[src/design/rycp_pkg.sv]
package rycp_pkg;

    // Fixed widths set by the register map and the pixel format
    localparam int CFG_W   = 13;   // widest configuration register
    localparam int IDX_W   = 2;    // register index
    localparam int MODE_W  = 2;
    localparam int PIX_W   = 8;
    localparam int POS_W   = 13;   // column / row as carried through the queue
    localparam int SIZE_W  = 14;   // effective size and stride, up to 8192 + 15
    localparam int ADDR_W  = 24;
    localparam int PROD_W  = 24;   // 8-bit sample times 16-bit coefficient
    localparam int SUM_W   = 27;   // signed accumulator

    // Queue between front and back
    localparam int QDEPTH  = 4;
    localparam int QPTR_W  = 2;
    localparam int QCNT_W  = 3;

    // Register indexes
    localparam logic [IDX_W-1:0] REG_CHROMA_MODE  = 2'd0;
    localparam logic [IDX_W-1:0] REG_IMAGE_WIDTH  = 2'd1;
    localparam logic [IDX_W-1:0] REG_IMAGE_HEIGHT = 2'd2;

    // Chroma sampling modes; the unused code acts as 4:2:2
    localparam logic [MODE_W-1:0] CM_420 = 2'd0;
    localparam logic [MODE_W-1:0] CM_422 = 2'd1;
    localparam logic [MODE_W-1:0] CM_444 = 2'd2;

    localparam logic [CFG_W-1:0] WIDTH_RESET  = 13'd640;
    localparam logic [CFG_W-1:0] HEIGHT_RESET = 13'd480;

    // Q16 color matrix (BT.601 analog weights, U/V already scaled)
    localparam logic [15:0] Y_R = 16'd19595;
    localparam logic [15:0] Y_G = 16'd38470;
    localparam logic [15:0] Y_B = 16'd7471;
    localparam logic [15:0] U_R = 16'd11058;   // subtracted
    localparam logic [15:0] U_G = 16'd21710;   // subtracted
    localparam logic [15:0] U_B = 16'd32768;
    localparam logic [15:0] V_R = 16'd32768;
    localparam logic [15:0] V_G = 16'd27439;   // subtracted
    localparam logic [15:0] V_B = 16'd5329;    // subtracted
    localparam logic signed [SUM_W-1:0] HALF_255 = 27'sd8355840;  // 127.5 in Q16

    // One classified pixel, front to back
    typedef struct packed {
        logic [PIX_W-1:0]  red;
        logic [PIX_W-1:0]  green;
        logic [PIX_W-1:0]  blue;
        logic [POS_W-1:0]  col;
        logic [POS_W-1:0]  row;
        logic [SIZE_W-1:0] stride;
        logic [POS_W-1:0]  ccol;
        logic [POS_W-1:0]  crow;
        logic [SIZE_W-1:0] cstride;
        logic              cvalid;
        logic              frame_end;
    } t_pix;

    // Zero means one, anything above the maximum saturates
    function automatic logic [SIZE_W-1:0] eff_size(input logic [CFG_W-1:0] v,
                                                   input logic [SIZE_W-1:0] maxv);
        logic [SIZE_W-1:0] ext;
        ext = SIZE_W'(v);
        if (v == '0) begin
            return SIZE_W'(1);
        end else if (ext > maxv) begin
            return maxv;
        end
        return ext;
    endfunction

    // Negative gives 0, else floor(acc / 2^16) limited to 255
    function automatic logic [PIX_W-1:0] clamp_q16(input logic signed [SUM_W-1:0] acc);
        if (acc[SUM_W-1]) begin
            return '0;
        end else if (|acc[SUM_W-2:24]) begin
            return '1;
        end
        return acc[23:16];
    endfunction

endpackage

[src/design/rgb_to_ycbcr_planar_packer.sv]
// RGB to Y/Cb/Cr converter with planar address generation.
//
// Input channel (i_valid / o_ready): one RGB pixel per item, raster order.
// Output channel (o_valid / i_ready): one item per pixel with the luma sample
// and its address (column + row * stride, stride = width padded to 16), plus
// a chroma pair and its plane address when the chroma mode samples this pixel
// (4:2:0, 4:2:2 or 4:4:4, top-left sample of each cell). Chroma fields are zero
// otherwise. o_frame_end marks the last pixel of the picture.
// Config port: i_cfg_we / i_cfg_index / i_cfg_data, index 0 chroma mode,
// 1 width, 2 height. Write only while no items are in flight.
//
// Throughput: one item per clock while the receiver takes results. Each
// accepted item is written into the queue, then loads the product stage
// (color matrix and row * stride), then its sum/clamp loads into the output
// register. A four-entry queue sits between the classifier (counters,
// sampling decision) and the arithmetic pipe, so input keeps flowing while
// the receiver stalls; o_ready drops only when the queue fills.
// Reset (synchronous, active low) clears the counters and the pipe and loads
// 4:2:0, 640 x 480.
module rgb_to_ycbcr_planar_packer #(
    parameter int MAX_WIDTH  = 4096,
    parameter int MAX_HEIGHT = 4096
) (
    input  logic                        i_clk,
    input  logic                        i_rst_n,
    input  logic                        i_cfg_we,
    input  logic [rycp_pkg::IDX_W-1:0]  i_cfg_index,
    input  logic [rycp_pkg::CFG_W-1:0]  i_cfg_data,
    input  logic                        i_valid,
    output logic                        o_ready,
    input  logic [rycp_pkg::PIX_W-1:0]  i_red,
    input  logic [rycp_pkg::PIX_W-1:0]  i_green,
    input  logic [rycp_pkg::PIX_W-1:0]  i_blue,
    output logic                        o_valid,
    input  logic                        i_ready,
    output logic [rycp_pkg::ADDR_W-1:0] o_luma_addr,
    output logic [rycp_pkg::PIX_W-1:0]  o_luma,
    output logic                        o_chroma_valid,
    output logic [rycp_pkg::ADDR_W-1:0] o_chroma_addr,
    output logic [rycp_pkg::PIX_W-1:0]  o_cb_sample,
    output logic [rycp_pkg::PIX_W-1:0]  o_cr_sample,
    output logic                        o_frame_end
);
    import rycp_pkg::*;

    t_pix push_item;   // classified pixel into the queue
    t_pix head_item;   // oldest queued pixel
    logic push, full, pop, head_valid;

    // front: config registers, raster counters, sampling decision
    rycp_front #(
        .MAX_WIDTH  (MAX_WIDTH),
        .MAX_HEIGHT (MAX_HEIGHT)
    ) u_front (
        .i_clk       (i_clk),
        .i_rst_n     (i_rst_n),
        .i_cfg_we    (i_cfg_we),
        .i_cfg_index (i_cfg_index),
        .i_cfg_data  (i_cfg_data),
        .i_valid     (i_valid),
        .o_ready     (o_ready),
        .i_red       (i_red),
        .i_green     (i_green),
        .i_blue      (i_blue),
        .i_full      (full),
        .o_push      (push),
        .o_item      (push_item)
    );

    // decoupling queue
    rycp_fifo u_fifo (
        .i_clk   (i_clk),
        .i_rst_n (i_rst_n),
        .i_push  (push),
        .i_item  (push_item),
        .o_full  (full),
        .i_pop   (pop),
        .o_valid (head_valid),
        .o_head  (head_item)
    );

    // back: color matrix, clamps, address multiply, output register
    rycp_back u_back (
        .i_clk          (i_clk),
        .i_rst_n        (i_rst_n),
        .i_head_valid   (head_valid),
        .i_head         (head_item),
        .o_pop          (pop),
        .o_valid        (o_valid),
        .i_ready        (i_ready),
        .o_luma_addr    (o_luma_addr),
        .o_luma         (o_luma),
        .o_chroma_valid (o_chroma_valid),
        .o_chroma_addr  (o_chroma_addr),
        .o_cb_sample    (o_cb_sample),
        .o_cr_sample    (o_cr_sample),
        .o_frame_end    (o_frame_end)
    );

endmodule

[src/design/rycp_fifo.sv]
module rycp_fifo (
    input  logic          i_clk,
    input  logic          i_rst_n,
    input  logic          i_push,
    input  rycp_pkg::t_pix i_item,
    output logic          o_full,
    input  logic          i_pop,
    output logic          o_valid,
    output rycp_pkg::t_pix o_head
);
    import rycp_pkg::*;

    t_pix              r_mem [QDEPTH];
    logic [QPTR_W-1:0] r_wr_ptr, n_wr_ptr;
    logic [QPTR_W-1:0] r_rd_ptr, n_rd_ptr;
    logic [QCNT_W-1:0] r_count, n_count;
    logic              do_push, do_pop;

    assign o_full  = (r_count == QCNT_W'(QDEPTH));
    assign o_valid = (r_count != '0);
    assign o_head  = r_mem[r_rd_ptr];

    assign do_push = i_push && !o_full;
    assign do_pop  = i_pop && o_valid;

    always_comb begin
        n_wr_ptr = do_push ? r_wr_ptr + 1'b1 : r_wr_ptr;
        n_rd_ptr = do_pop  ? r_rd_ptr + 1'b1 : r_rd_ptr;
        n_count  = r_count;
        if (do_push && !do_pop) begin
            n_count = r_count + 1'b1;
        end else if (do_pop && !do_push) begin
            n_count = r_count - 1'b1;
        end
    end

    always_ff @(posedge i_clk) begin
        if (!i_rst_n) begin
            r_wr_ptr <= '0;
            r_rd_ptr <= '0;
            r_count  <= '0;
        end else begin
            r_wr_ptr <= n_wr_ptr;
            r_rd_ptr <= n_rd_ptr;
            r_count  <= n_count;
        end
    end

    always_ff @(posedge i_clk) begin
        if (do_push) begin
            r_mem[r_wr_ptr] <= i_item;
        end
    end

endmodule

[src/design/rycp_front.sv]
module rycp_front #(
    parameter int MAX_WIDTH  = 4096,
    parameter int MAX_HEIGHT = 4096
) (
    input  logic                           i_clk,
    input  logic                           i_rst_n,
    input  logic                           i_cfg_we,
    input  logic [rycp_pkg::IDX_W-1:0]     i_cfg_index,
    input  logic [rycp_pkg::CFG_W-1:0]     i_cfg_data,
    input  logic                           i_valid,
    output logic                           o_ready,
    input  logic [rycp_pkg::PIX_W-1:0]     i_red,
    input  logic [rycp_pkg::PIX_W-1:0]     i_green,
    input  logic [rycp_pkg::PIX_W-1:0]     i_blue,
    input  logic                           i_full,
    output logic                           o_push,
    output rycp_pkg::t_pix                 o_item
);
    import rycp_pkg::*;

    localparam int CW = $clog2(MAX_WIDTH);
    localparam int RW = $clog2(MAX_HEIGHT);

    logic [MODE_W-1:0] r_chroma_mode;
    logic [CFG_W-1:0]  r_image_width;
    logic [CFG_W-1:0]  r_image_height;
    logic [CW-1:0]     r_column, n_column;
    logic [RW-1:0]     r_row, n_row;

    logic [SIZE_W-1:0] w, h, stride, half;
    logic [SIZE_W-1:0] col_ext, row_ext;
    logic              line_end, frame_end;

    assign w       = eff_size(r_image_width,  SIZE_W'(MAX_WIDTH));
    assign h       = eff_size(r_image_height, SIZE_W'(MAX_HEIGHT));
    assign stride  = (w + SIZE_W'(15)) & ~SIZE_W'(15);
    assign half    = stride >> 1;
    assign col_ext = SIZE_W'(r_column);
    assign row_ext = SIZE_W'(r_row);

    // >= so a counter left beyond a shrunken size still wraps
    assign line_end  = (col_ext + SIZE_W'(1)) >= w;
    assign frame_end = line_end && ((row_ext + SIZE_W'(1)) >= h);

    assign o_ready = !i_full;
    assign o_push  = i_valid && !i_full;

    always_comb begin
        o_item           = '0;
        o_item.red       = i_red;
        o_item.green     = i_green;
        o_item.blue      = i_blue;
        o_item.col       = POS_W'(r_column);
        o_item.row       = POS_W'(r_row);
        o_item.stride    = stride;
        o_item.frame_end = frame_end;
        unique case (r_chroma_mode)
            CM_420: begin
                o_item.cvalid  = !r_column[0] && !r_row[0];
                o_item.ccol    = POS_W'(r_column >> 1);
                o_item.crow    = POS_W'(r_row >> 1);
                o_item.cstride = half;
            end
            CM_444: begin
                o_item.cvalid  = 1'b1;
                o_item.ccol    = POS_W'(r_column);
                o_item.crow    = POS_W'(r_row);
                o_item.cstride = stride;
            end
            default: begin  // 4:2:2 and the unused code
                o_item.cvalid  = !r_column[0];
                o_item.ccol    = POS_W'(r_column >> 1);
                o_item.crow    = POS_W'(r_row);
                o_item.cstride = half;
            end
        endcase
    end

    always_comb begin
        n_column = r_column;
        n_row    = r_row;
        if (o_push) begin
            if (line_end) begin
                n_column = '0;
                n_row    = frame_end ? '0 : r_row + 1'b1;
            end else begin
                n_column = r_column + 1'b1;
            end
        end
    end

    always_ff @(posedge i_clk) begin
        if (!i_rst_n) begin
            r_column <= '0;
            r_row    <= '0;
        end else begin
            r_column <= n_column;
            r_row    <= n_row;
        end
    end

    always_ff @(posedge i_clk) begin
        if (!i_rst_n) begin
            r_chroma_mode  <= CM_420;
            r_image_width  <= WIDTH_RESET;
            r_image_height <= HEIGHT_RESET;
        end else if (i_cfg_we) begin
            unique case (i_cfg_index)
                REG_CHROMA_MODE:  r_chroma_mode  <= i_cfg_data[MODE_W-1:0];
                REG_IMAGE_WIDTH:  r_image_width  <= i_cfg_data;
                REG_IMAGE_HEIGHT: r_image_height <= i_cfg_data;
                default: ;
            endcase
        end
    end

endmodule

[src/design/rycp_back.sv]
module rycp_back (
    input  logic                        i_clk,
    input  logic                        i_rst_n,
    input  logic                        i_head_valid,
    input  rycp_pkg::t_pix              i_head,
    output logic                        o_pop,
    output logic                        o_valid,
    input  logic                        i_ready,
    output logic [rycp_pkg::ADDR_W-1:0] o_luma_addr,
    output logic [rycp_pkg::PIX_W-1:0]  o_luma,
    output logic                        o_chroma_valid,
    output logic [rycp_pkg::ADDR_W-1:0] o_chroma_addr,
    output logic [rycp_pkg::PIX_W-1:0]  o_cb_sample,
    output logic [rycp_pkg::PIX_W-1:0]  o_cr_sample,
    output logic                        o_frame_end
);
    import rycp_pkg::*;

    logic en;

    // stage 1: products
    logic              r_s1_valid;
    logic [PROD_W-1:0] r_yr, r_yg, r_yb, r_ur, r_ug, r_ub, r_vr, r_vg, r_vb;
    logic [ADDR_W-1:0] r_lprod, r_cprod;
    logic [POS_W-1:0]  r_col, r_ccol;
    logic              r_cvalid, r_frame_end;

    // stage 2: sums, clamp, output register
    logic              r_out_valid;
    logic signed [SUM_W-1:0] ysum, usum, vsum;

    // whole pipe moves when the output slot is free or being taken
    assign en    = !r_out_valid || i_ready;
    assign o_pop = en && i_head_valid;

    function automatic logic [PROD_W-1:0] cmul(input logic [PIX_W-1:0] s,
                                               input logic [15:0] c);
        return PROD_W'(s) * PROD_W'(c);
    endfunction

    always_ff @(posedge i_clk) begin
        if (!i_rst_n) begin
            r_s1_valid  <= 1'b0;
            r_out_valid <= 1'b0;
        end else if (en) begin
            r_s1_valid  <= i_head_valid;
            r_out_valid <= r_s1_valid;
        end
    end

    always_ff @(posedge i_clk) begin
        if (en) begin
            r_yr        <= cmul(i_head.red,   Y_R);
            r_yg        <= cmul(i_head.green, Y_G);
            r_yb        <= cmul(i_head.blue,  Y_B);
            r_ur        <= cmul(i_head.red,   U_R);
            r_ug        <= cmul(i_head.green, U_G);
            r_ub        <= cmul(i_head.blue,  U_B);
            r_vr        <= cmul(i_head.red,   V_R);
            r_vg        <= cmul(i_head.green, V_G);
            r_vb        <= cmul(i_head.blue,  V_B);
            // addresses wrap modulo 2^24
            r_lprod     <= ADDR_W'(i_head.row)  * ADDR_W'(i_head.stride);
            r_cprod     <= ADDR_W'(i_head.crow) * ADDR_W'(i_head.cstride);
            r_col       <= i_head.col;
            r_ccol      <= i_head.ccol;
            r_cvalid    <= i_head.cvalid;
            r_frame_end <= i_head.frame_end;
        end
    end

    assign ysum = $signed(SUM_W'(r_yr)) + $signed(SUM_W'(r_yg)) + $signed(SUM_W'(r_yb));
    assign usum = HALF_255 - $signed(SUM_W'(r_ur)) - $signed(SUM_W'(r_ug))
                + $signed(SUM_W'(r_ub));
    assign vsum = HALF_255 + $signed(SUM_W'(r_vr)) - $signed(SUM_W'(r_vg))
                - $signed(SUM_W'(r_vb));

    always_ff @(posedge i_clk) begin
        if (en) begin
            o_luma_addr    <= r_lprod + ADDR_W'(r_col);
            o_luma         <= clamp_q16(ysum);
            o_chroma_valid <= r_cvalid;
            o_chroma_addr  <= r_cvalid ? r_cprod + ADDR_W'(r_ccol) : '0;
            o_cb_sample    <= r_cvalid ? clamp_q16(usum) : '0;
            o_cr_sample    <= r_cvalid ? clamp_q16(vsum) : '0;
            o_frame_end    <= r_frame_end;
        end
    end

    assign o_valid = r_out_valid;

endmodule
[config.mk]
export PLATFORM = sky130hd
export DESIGN_NAME = rgb_to_ycbcr_planar_packer
export DESIGN_NICKNAME = d
export VERILOG_FILES = /design/src/design/rycp_pkg.sv /design/src/design/rgb_to_ycbcr_planar_packer.sv /design/src/design/rycp_fifo.sv /design/src/design/rycp_front.sv /design/src/design/rycp_back.sv
export SDC_FILE = /design/constraint.sdc
export NUM_CORES = 2
export LEC_CHECK = 0
export ABC_AREA = 1
export BUFFER_PORTS_ARGS = -buffer_cell sky130_fd_sc_hd__buf_2
export CAP_MARGIN = 20
export CORE_UTILIZATION = 57
export CTS_BUF_LIST = sky130_fd_sc_hd__clkbuf_8
export DETAILED_ROUTE_END_ITERATION = 16
export GPL_TIMING_DRIVEN = 1
export PLACE_DENSITY = 0.74
export REMOVE_ABC_BUFFERS = 1
export SYNTH_ARGS = -nofsm -noshare
export SYNTH_HDL_FRONTEND = slang
export SYNTH_SLANG_ARGS = --single-unit
[constraint.sdc]
create_clock -name i_clk -period 13.7 [get_ports i_clk]
set_clock_uncertainty 0.15 [all_clocks]
set_input_delay 2.74 -clock i_clk [delete_from_list [all_inputs] [get_ports i_clk]]
set_output_delay 2.74 -clock i_clk [all_outputs]
set_load 0.02 [all_outputs]
Word-level counts from Yosys, hierarchy flattened
Memories as Yosys holds them, arrays and structs flattened. A register that Yosys moved wholly into a read port is not among the register bits.
Cells that the tools add are included.
{ "word_totals": {"out_inout_bits": 76, "romBits": 0, "elab_cells": 134, "ff_bits": 381, "ram_bits": 396, "n_memories": 1, "latch_bits": 0, "input_bits": 44} }
{ "op_classes": {"shifts": 0, "n_mul": 9, "order_cmp": 4, "n_mux": 37, "n_reduce_logical": 28, "addsub": 19, "eq_ne": 4, "div_mod_pow": 0, "bitwise": 0} }
{ "memory_table": {"columns": ["memory", "words", "width", "read_ports", "rd_ports_with_merged_regs", "write_ports", "line_no", "rtl"], "rows": [
  ["u_fifo.r_mem", 4, 99, 1, 1, 1, "rycp_fifo.sv:13", "t_pix r_mem [QDEPTH];"]
]} }
{ "ops": {"columns": ["op", "count"], "rows": [
  ["$mux W14", 6],
  ["$pmux W40 S2", 1],
  ["$mux W8", 9],
  ["$mul A8 B15 Y23 const B", 3],
  ["$mul A8 B13 Y21 const B", 3],
  ["$sub A27 B24 Y27", 2],
  ["$add A24 B13 Y24", 2],
  ["$mul A13 B14 Y24", 2],
  ["$ge A14 B14 Y1", 2],
  ["$add A27 B22 Y27", 1],
  ["$add A27 B24 Y27", 1],
  ["$sub A27 B22 Y27", 1],
  ["$add A12 B1 Y13 const B", 2],
  ["$gt A13 B13 Y1 const B", 2],
  ["$logic_not A13 Y1", 2],
  ["$add A23 B24 Y25", 1],
  ["$add A12 B1 Y12 const B", 2],
  ["$add A23 B23 Y24 const A", 1],
  ["$mux W12", 2],
  ["$sub A23 B22 Y24 const A", 1],
  ["$mul A8 B14 Y22 const B", 1],
  ["$mux W1", 15],
  ["$add A14 B4 Y14 const B", 1],
  ["$logic_and A1 B1 Y1", 8],
  ["other kinds (15)", 30]
]} }

Depth between registers and ports, before layout
{ "depth": {"depth_word": 8, "ltp_mapped": 29} }

Hierarchy
From an unflattened synthesis, not the netlist that was laid out.
{ "unflattened": {"cells_unflattened": 6641, "hier_area_um2": 61755.5} }
{ "modules_own_cells": {"columns": ["mod", "seq_area_each_um2", "cells_per_inst", "n_inst", "area_per_inst_um2"], "rows": [
  ["rycp_back", 9228.9, 4927, 1, 41541.1],
  ["rycp_fifo", 12912.4, 1093, 1, 16179.3],
  ["rycp_front", 1041.0, 621, 1, 4035.1]
]} }

Worst setup path before layout
OpenSTA, ideal clock, no wires.
{ "synth_path": {"path_kind": "input port to flip-flop", "startpoint": "input i_ready", "endpoint": "register u_back.o_cb_sample[0] (netlist name) (enable)", "cell_stages": 2, "arrival_ps": 8541, "setup_slack_ps": 4361, "setup_time_ps": 648, "t_required_ps": 12902, "path_cell_list": "nor2_1 inv_1"} }
{ "synth_via": {"elab_chain_cells": 1} }
{ "synth_lines": {"columns": ["element", "line_no", "rtl"], "rows": [
  ["start, declared", "rgb_to_ycbcr_planar_packer.sv:35", "input logic i_ready,"],
  ["$logic_or A1 B1 Y1", "rycp_back.sv:33", "assign en = !r_out_valid || i_ready;"],
  ["end signal, assigned", "rycp_back.sv:84", "o_cb_sample <= r_cvalid ? clamp_q16(usum) : '0;"],
  ["end, declared", "rycp_back.sv:13", "output logic [rycp_pkg::PIX_W-1:0] o_cb_sample,"]
]} }
Every way passes these cells.
A chain may end at the register's enable or synchronous reset.

==> results.sh <==
export IMPL_drt_iter0_drc=2996
export IMPL_ys_warn_count=0
export IMPL_hold_end="u_back.o_luma_addr[2]"
export IMPL_ys_top_cells_by_area="edfxtp_1, ha_1, fa_1"
export IMPL_io_buffer_count=119
export IMPL_grt_ovfl_total=0
export IMPL_hold_path_class="reg2reg"
export IMPL_min_period_over_period_pct=52.1
export IMPL_cp_arrival_ns=7.53
export IMPL_final_setup_tns_ns=0
export IMPL_outcome="completed"
export IMPL_clock_path_buffers=3
export IMPL_drc=0
export IMPL_synth_most_common_cell="nand2_1"
export IMPL_layout_drive_gt1_share_pct=7.68
export IMPL_ctsHoldBuffers=0
export IMPL_synth_seq_cells=740
export IMPL_final_hold_viol_count=0
export IMPL_gp_congestion=0.955
export IMPL_viasPerCell=5.47
export IMPL_required_ns=14.09
export IMPL_layout_area_overhead_vs_synth_pct=8.30
export IMPL_rows=114
export IMPL_postCtsSetupBuffers=0
export IMPL_synth_async_sr_flop_share_pct=0
export IMPL_post_cts_resized=0
export IMPL_clkLatencyLatePin_ns=0.80
export IMPL_drtAntennaViolNets=0
export IMPL_max_freq_mhz=140
export IMPL_synth_cells=5799
export IMPL_yosysTopAreaCell="edfxtp_1"
export IMPL_crit_path_start_kind="register"
export IMPL_grt_max_degree=113
export IMPL_rsz0062_at_grt="false"
export IMPL_critPathKind="reg2reg"
export IMPL_min_delay_start="u_back.r_col[2]"
export IMPL_cts_clk_slew_worst_paths_ns=0.07
export IMPL_place_ws_ns=6.59
export IMPL_synth_ff_type="edfxtp_1"
export IMPL_finalWorstSetupSlack_ns=6.56
export IMPL_avgSynthCellArea_um2=9.57
export IMPL_root_buffer="clkbuf_8"
export IMPL_cts_made_buffers=120
export IMPL_nNetsFinal=7018
export IMPL_io_pins=120
export IMPL_critPathCaptureType="register"
export IMPL_hold_depth=0
export IMPL_worstPathMaxFanout=112
export IMPL_design_area_mm2=0.0601
export IMPL_fill_cells=8089
export IMPL_clock_sinks=740
export IMPL_synthTopCellsByCount="nand2_1, inv_1, edfxtp_1"
export IMPL_dieHeight_um=314
export IMPL_core_mm2=0.0966
export IMPL_multi_input_area_mm2=0.0298
export IMPL_fp_dieW_um=314
export IMPL_grt_use_total_pct=28.3
export IMPL_ff2ff_path_depth=20
export IMPL_worst_pin_slew_ns=1.13
export IMPL_setup_violations=0
export IMPL_grt_first_pass_wirelength_mm=218
export IMPL_start_util_pct=57.5
export IMPL_dr_pass1_iters=6
export IMPL_ff2ff_setup_slack_ns=6.56
export IMPL_synth_seq_area_share_pct=38.9
export IMPL_vias=40400
export IMPL_drt_wl_total_mm=138
export IMPL_synth_cell_area_mm2=0.0555
export IMPL_hpwl_mm=107
export IMPL_dp_cells=7156
export IMPL_h_tree_depth=3
export IMPL_postPlaceCellArea_mm2=0.0577
export IMPL_yosys_area_top_type_share_pct=36.6
export IMPL_fin_cells=7387
export IMPL_cts_tree="built"
export IMPL_drv_cap=0
export IMPL_antenna_found_initial=12
export IMPL_regArea_mm2=0.0216
export IMPL_wl_per_cell_um=18.7
export IMPL_synth_edf_count=677
export IMPL_first_global_vias=40600
export IMPL_dieArea_mm2=0.0986
export IMPL_r2r_end="u_back.r_lprod[22]"
export IMPL_maxSlewViolCount=0
export IMPL_relSlewSlack_pct=24.9
export IMPL_period_needed_ns=7.14
export IMPL_yosysUniqueCellTypes=62
[cells in the final DEF, fill, tap and decap left out, types with 43 or more instances in the layout]
master and instances:
nand3_1 172, nand2_1 1051, o21ai_0 240, clkbuf_8 131, xor2_1 158, dfxtp_1 61
edfxtp_1 677, inv_1 975, xnor2_1 74, nand4_1 49, buf_4 45, fa_1 335
buf_2 119, nor3_1 43, a21oi_1 364, inv_2 46, ha_1 635, nor2_1 513
[state kept, by name, summed over array words and instances, names as in the netlist, 5 cells and up, named ones only]
| register | cells |
|---|---|
| u_back.r_ub | 7 |
| u_back.r_cprod | 21 |
| u_front.r_image_height | 13 |
| u_front.r_column | 12 |
| u_back.r_vb | 17 |
| u_back.r_ug | 20 |
| u_front.r_row | 12 |
| u_back.o_cb_sample | 8 |
| u_back.r_ccol | 12 |
| u_back.r_ur | 20 |
| u_back.r_yr | 23 |
| u_back.r_vr | 5 |
| u_back.o_luma | 8 |
| u_back.o_cr_sample | 8 |
| u_back.r_vg | 20 |
| u_back.r_yb | 21 |
| u_back.r_col | 12 |
| u_back.o_luma_addr | 24 |
| u_fifo.r_mem | 380 |
| u_back.r_lprod | 20 |
| u_back.r_yg | 23 |
| u_front.r_image_width | 13 |
| u_back.o_chroma_addr | 24 |
[per-layer routing]
metal	global-route usage (%)	vias to the layer above	wire length, um
met5	0	-	23
met4	9.72	4	4410
met3	3.47	251	7160
met2	50.5	1091	69900
met1	35.3	19300	56700
li1	-	19700	-
[critical path, cell delays in order, from the launching register on]
cell and delay (ns):
dfxtp_4 0.49, inv_6 0.62, buf_4 0.74, nand2_1 0.14, a32oi_2 0.49, nand2_1 0.15, fa_1 0.47, fa_1 0.51
fa_1 0.49, inv_1 0.05, fa_1 0.53, inv_1 0.05, fa_1 0.52, inv_1 0.04, ha_1 0.33, a21oi_1 0.23
o21a_1 0.14, nand3_1 0.11, a21oi_1 0.22, o21ai_0 0.13, xor2_1 0.15
[area by class of cell]
class                   instances  share of cell area (%)
multi-input cells            3984                    49.6
flip-flops and latches        740                    35.9
inverters                     993                    6.23
clock buffers                 131                    3.00
well taps                    1276                    2.66
repair buffers                165                    1.59
clock inverters                95                    1.03
diodes                          3                  0.0125
[through the flow]
step | utilization, % | hold slack (ns)
floorplan | - | 0.250
global placement | 59.7 | 0.252
detailed placement | 59.7 | 0.255
CTS | 62.2 | 0.270
global route | 62.2 | 0.281
finish | 62.2 | 0.271
[how the worst max path moves through the flow]
stage                   from                  to  slack (ns)  depth (start not counted)
CTS                 register  u_back.r_lprod[22]        6.59                         20
finish              register  u_back.r_lprod[22]        6.56                         20
global placement    register  u_back.r_lprod[22]        6.66                         20
detailed placement  register  u_back.r_lprod[22]        6.59                         20
global route        register  u_back.r_lprod[22]        6.12                         20
floorplan           register  u_back.r_lprod[21]        2.98                         24
[logic make-up (layout without fill, tap and decap cells)]
logic type	Yosys count	after routing	synth area share [%]
AO/OA/AOI/OAI	851	851	9.20
XOR/XNOR	233	233	3.69
adder cells (fa/ha/maj)	970	970	26.4
buffers and inverters	1082	1384	7.54
flip-flops	740	740	38.9
other	1	11	0.00676
AND/OR/NAND/NOR	1922	1922	14.3
Power is left out: the tool's default activity adds up to more than one toggle a clock period on the data nets, which glitch-free logic cannot reach.
